$ cat config.mk
export PLATFORM = sky130hd
export DESIGN_NAME = adwl_ram
export DESIGN_NICKNAME = d
export VERILOG_FILES = /design/src/design/adwl_ram.sv
export SDC_FILE = /design/constraint.sdc
export NUM_CORES = 2
export LEC_CHECK = 0
export BUFFER_PORTS_ARGS = -buffer_cell sky130_fd_sc_hd__buf_2
export CORE_ASPECT_RATIO = 1.4
export CORE_MARGIN = 1.5
export CORE_UTILIZATION = 55
export DETAILED_ROUTE_END_ITERATION = 7
export PLACE_DENSITY_LB_ADDON = 0.12
export SYNTH_ARGS = -nofsm -noshare
export SYNTH_HDL_FRONTEND = slang
export SYNTH_SLANG_ARGS = --single-unit
export TNS_END_PERCENT = 5
$ cat constraint.sdc
create_clock -name clk -period 4.4 [get_ports clk]
set_clock_uncertainty 0.2 [all_clocks]
set_input_delay 1.1 -clock clk [delete_from_list [all_inputs] [get_ports clk]]
set_output_delay 1.1 -clock clk [all_outputs]
set_load 0.01 [all_outputs]
$ cat src/design/adwl_ram.sv
`default_nettype none
// ----------------------------------------------------------------------------
// adwl_ram: generic single-clock RAM
// One write port and one read port; registered, read-first read data that
// holds its value while the read enable is low.
// ----------------------------------------------------------------------------
module adwl_ram #(
	parameter int WIDTH = 16,
	parameter int DEPTH = 256,
	parameter int AW    = (DEPTH > 1) ? $clog2(DEPTH) : 1
) (
	input  wire logic             clk,
	input  wire logic             we,
	input  wire logic [AW-1:0]    waddr,
	input  wire logic [WIDTH-1:0] wdata,
	input  wire logic             re,
	input  wire logic [AW-1:0]    raddr,
	output logic      [WIDTH-1:0] rdata
);

	logic [WIDTH-1:0] mem_q [DEPTH];
	logic [WIDTH-1:0] rdata_q;

	always_ff @(posedge clk) begin
		if (re) begin
			rdata_q <= mem_q[raddr];
		end
		if (we) begin
			mem_q[waddr] <= wdata;
		end
	end

	assign rdata = rdata_q;

endmodule
`default_nettype wire

# --- Word-level counts from Yosys, hierarchy flattened ---
# Memories as Yosys holds them, arrays and structs flattened. A register that Yosys moved wholly into a read port is not among the register bits.
# Index checks and enable logic that the tools add are counted.
classes:
  add_sub_neg: 0
  mul: 0
  div: 0
  magnitude_cmp: 0
  eq_ne: 0
  shifts: 0
  muxes: 2
  bitwise_logic: 0
  reduce_logical: 0
ops:
  columns: ["op", "count"]
  rows:
  - ["2-to-1 mux 1 bit", 2]
word_totals:
  reg_bits: 0
  latchBits: 0
  mem_bits_rw: 4096
  mem_bits_ro: 0
  inputBits: 35
  out_inout_bits: 16
  wordCells: 3
  n_memories: 1
mem_list:
  columns: ["name", "depth", "width", "read_ports", "rd_clocked_by_memory_dff", "write_ports", "line", "source"]
  rows:
  - ["mem_q", 256, 16, 1, 1, 1, "21", "logic [WIDTH-1:0] mem_q [DEPTH];"]

# --- Depth between registers and ports, before layout ---
depth:
  word_depth: 2
  depth_mapped: 12
  ltp_nobuf: 6

# --- Worst setup path after synthesis ---
# No wires, ideal clock.
synth_timing:
  path_type: "input to register"
  from: "input raddr[0]"
  to: "register rdata_q[4] (netlist: rdata[4]), read port of mem_q (data pin)"
  t_arrival_ns: 3.084
  required_time_ns: 3.935
  slack_ns: 0.851
  stages: 8
  n_path_buf: 3
  cell_sequence: "buf_6 > buf_6 > buf_2 > mux4_2 > mux4_2 > a22o_1 > o32ai_2 > nor4_2"
synth_lines:
  columns: ["item", "line", "source"]
  rows:
  - ["from (decl)", "17", "input wire logic [AW-1:0] raddr,"]
  - ["to (decl)", "22", "logic [WIDTH-1:0] rdata_q;"]

==> impl_metrics.csv <==
group,metric,value,unit
run_status,status,"finished, violations left",
run_status,failed_checks,"max-slew violations",
sta,max_clock_freq,240,MHz
route,route.vias.total,79937,
power_and_ir_drop,peakVddDrop,315,uV
yosys,syn_inst,7360,
route,ant_nets,0,
sta,slew_violations,89,
clocking,cts_setup_buffers,0,
worst_setup_path,cpMostUsedCell,"buf_12",
power_and_ir_drop,finalPower,80.4,mW
worst_setup_path,cp_data_arrival_time,4.57,ns
yosys,synth_area_leaders,"edfxtp_1 (78%), mux4_2 (11%), mux2i_1 (3.6%)",
grt,grt_usage,29.5,%
worst_setup_path,required,4.81,ns
yosys,synthMuxAreaShare,15.5,%
worst_setup_path,worstSetupStartpointType,"primary input",
yosys,yosysTopAreaCellShare,77.7,%
grt,grt_pass1_wl,607,mm
grt,grt_max_degree,133,
finish,fin_util,63.1,%
clocking,htreeDepth,5,
grt,gr-total-overflow,0,
min_path,hold_class,"in2reg",
worst_setup_path,path_max_fanout,28,
yosys,ys.flop_type,"edfxtp_1",
finish,fin_nets,8182,
worst_setup_path,crit_type,"in2reg",
clocking,root_buffer,"clkbuf_16",
clocking,clockBufferDepth,4,
sta,layout_min_cycle_time,4.16,ns
worst_setup_path,rr_worst_depth,8,
floorplan,dieArea,292000,um2
sta,setup_violations,0,
floorplan,die_y,639,um
clocking,clk_pin_slew,0.06,ns
yosys,yosysWarnings,0,
sta,worstMarginPinSlew,1.60,ns
route,drtPass1Iterations,6,
yosys,synth_compound_area_share,3.53,%
route,drc,0,
route,via_per_inst,6.54,
worst_setup_path,cpPeakStageDelay,0.77,ns
yosys,synth_area_leader_cell,"edfxtp_1",
clocking,cts.repair.resized,0,
yosys,synth-xor-area-share,0,%
yosys,synth_cell_type_count,51,
route,met3_length,32.4,mm
route,dr_wl_met2,214,mm
sta,final-hold-violation-count,0,
worst_setup_path,worst_setup_path_end_kind,"flop",
yosys,seq_area_frac_synth,77.7,%
power_and_ir_drop,powerDensity,443,nW/um2
clocking,holdBufCountCts,0,
yosys,synth-seq-cells,4112,
sta,fin_crit_sh,94.5,%
worst_setup_path,crit_chain,"buf_12, buf_12, buf_12, mux4_2, mux2_2, a221oi_1, buf_4, o31ai_1, buf_4, o32ai_1, nor4_1",
route,drtIter0Drc,9852,
yosys,synthArstFlopShare,0,%
placement,place_congestion,0.942,
power_and_ir_drop,p_leak,58.5,nW
min_path,hold_depth,1,
floorplan,num_rows,233,
worst_setup_path,critPathBufInv,5,
job,cap_violations,0,
yosys,synth_top_family_by_area,"multiplexers",
worst_setup_path,cp.depth,11,
clocking,insertion_delay,0.92,ns
route,routed.top_layer,"met5",
yosys,synth_simple_gate_area_share,1.57,%
yosys,synth_area_per_cell,21.6,um2
floorplan,dieWidth,457,um
clocking,cts_buffers,380,
yosys,synth_nets,7395,
route,routed_wirelength,431,mm
floorplan,core-area,287000,um2
placement,hpwl,271,mm
sta,grt_setup_unrepaired,"no",
floorplan,ios,51,
yosys,synth_edf_count,4112,
worst_setup_path,crit_family,"compound AO/OA/AOI/OAI gates",
route,wire_per_inst,35.3,um
placement,portBuffers,50,
worst_setup_path,crit_path_top_delay_cell,"a221oi_1",
floorplan,floorplan.initialDensity,55.3,%
grt,antenna_found_initial,30,
yosys,synthAdderAreaFrac,0,%
clocking,cts.sinks,4112,
sta,slew_headroom,-6.36,%
finish,area_delta_synth_final,14.2,%
grt,grt_pass1_vias,80704,
clocking,cts_tree,"yes",
finish,drive_gt1_share,27.5,%
yosys,syn_area,159000,um2
route,drt-met1-wl,158,mm
[cells in the mapped netlist, drive strengths merged, types with 3 or more instances]
library cell  instances
mux4                797
nand4                26
nor2b                 9
nand2                38
edfxtp             4112
o32ai                21
nand3                35
o21ai                38
nand2b                3
or2                   5
and3                 11
o31ai                16
a31oi                 6
a221oi               28
a22o                 32
inv                   4
buf                 222
a21oi               175
mux2i               565
mux2                 88
nor4                 18
clkbuf              230
nor2                304
nor3                 92
a2111oi               6
a211oi               18
nand4b                3
o221ai              253
o22ai               148
a22oi                43
[logic make-up after synthesis]
group / count (synthesis)
flip-flops: 4112
AND/OR/NAND/NOR: 556
AO/OA/AOI/OAI: 786
multiplexers: 1450
buffers and inverters: 456
[cell type report]
class,instances,area [um2]
clock buffer,460,10000
tap,3760,4700
multi-input combinational,2792,32800
antenna,9,22.5
sequential,4112,123000
fill,19389,106000
inverter,4,27.5
timing repair buffer,857,8240
clock inverter,221,2130
[where the power goes]
part           total [mW]  internal, mW  leakage (nW)  switching [mW]
combinational        4.46          1.64          15.5            2.82
clock                32.7          18.6          5.97            14.1
sequential           43.2          43.2          37.0          0.0517
[per-layer routing]
| layer | GRT usage, % | vias up |
|---|---|---|
| li1 | - | 32858 |
| met5 | 0 | - |
| met3 | 4.46 | 767 |
| met2 | 48.9 | 3632 |
| met4 | 15.0 | 8 |
| met1 | 38.3 | 42672 |
[flip-flops by register name, indices dropped and copies added (netlist names)]
register / flops
rdata: 16
mem_q: 4096
[metrics by stage]
stage               area, um2  setup slack [ns]  TNS, ns  cells  hold WS [ns]
floorplan              159000             0.851        0   7360         0.773
global placement       169000            -0.740    -5.02  11525         0.942
detailed placement     169000            -0.729    -5.06  11525         0.937
CTS                    181000             0.225        0  12206         0.375
global route           181000             0.228        0  12210         0.395
finish                 181000             0.241        0  12215         0.397
[final timing paths]
check,start,to,slack (ns)
setup / recovery,raddr[0],rdata[15]$_DFFE_PP_,0.24
hold / removal,wdata[1],mem_q[247][1]$_DFFE_PP_,0.40
setup reg to reg,mem_q[135][15]$_DFFE_PP_,rdata[15]$_DFFE_PP_,0.84
hold reg to reg,mem_q[200][4]$_DFFE_PP_,rdata[4]$_DFFE_PP_,0.94
[placed cells by master, fill, tap and decap left out, types with 20 or more instances in the layout]
cell type  instances
o32ai_1           20
nor2_2            24
mux2_2            88
nand3_1           29
clkinv_2          76
bufinv_16         41
o221ai_1         252
mux2i_1          565
nor3_1            90
buf_12           139
buf_2             29
clkinv_1          81
o21ai_0           37
o22ai_1          148
a221oi_1          28
nor2_1           280
mux4_2           797
nand4_1           26
a22o_1            32
buf_4            670
a22oi_1           43
edfxtp_1        4112
nand2_1           38
clkbuf_1          69
a21oi_1          175
clkbuf_16        391
No activity file was read; power rests on OpenSTA's default activity.
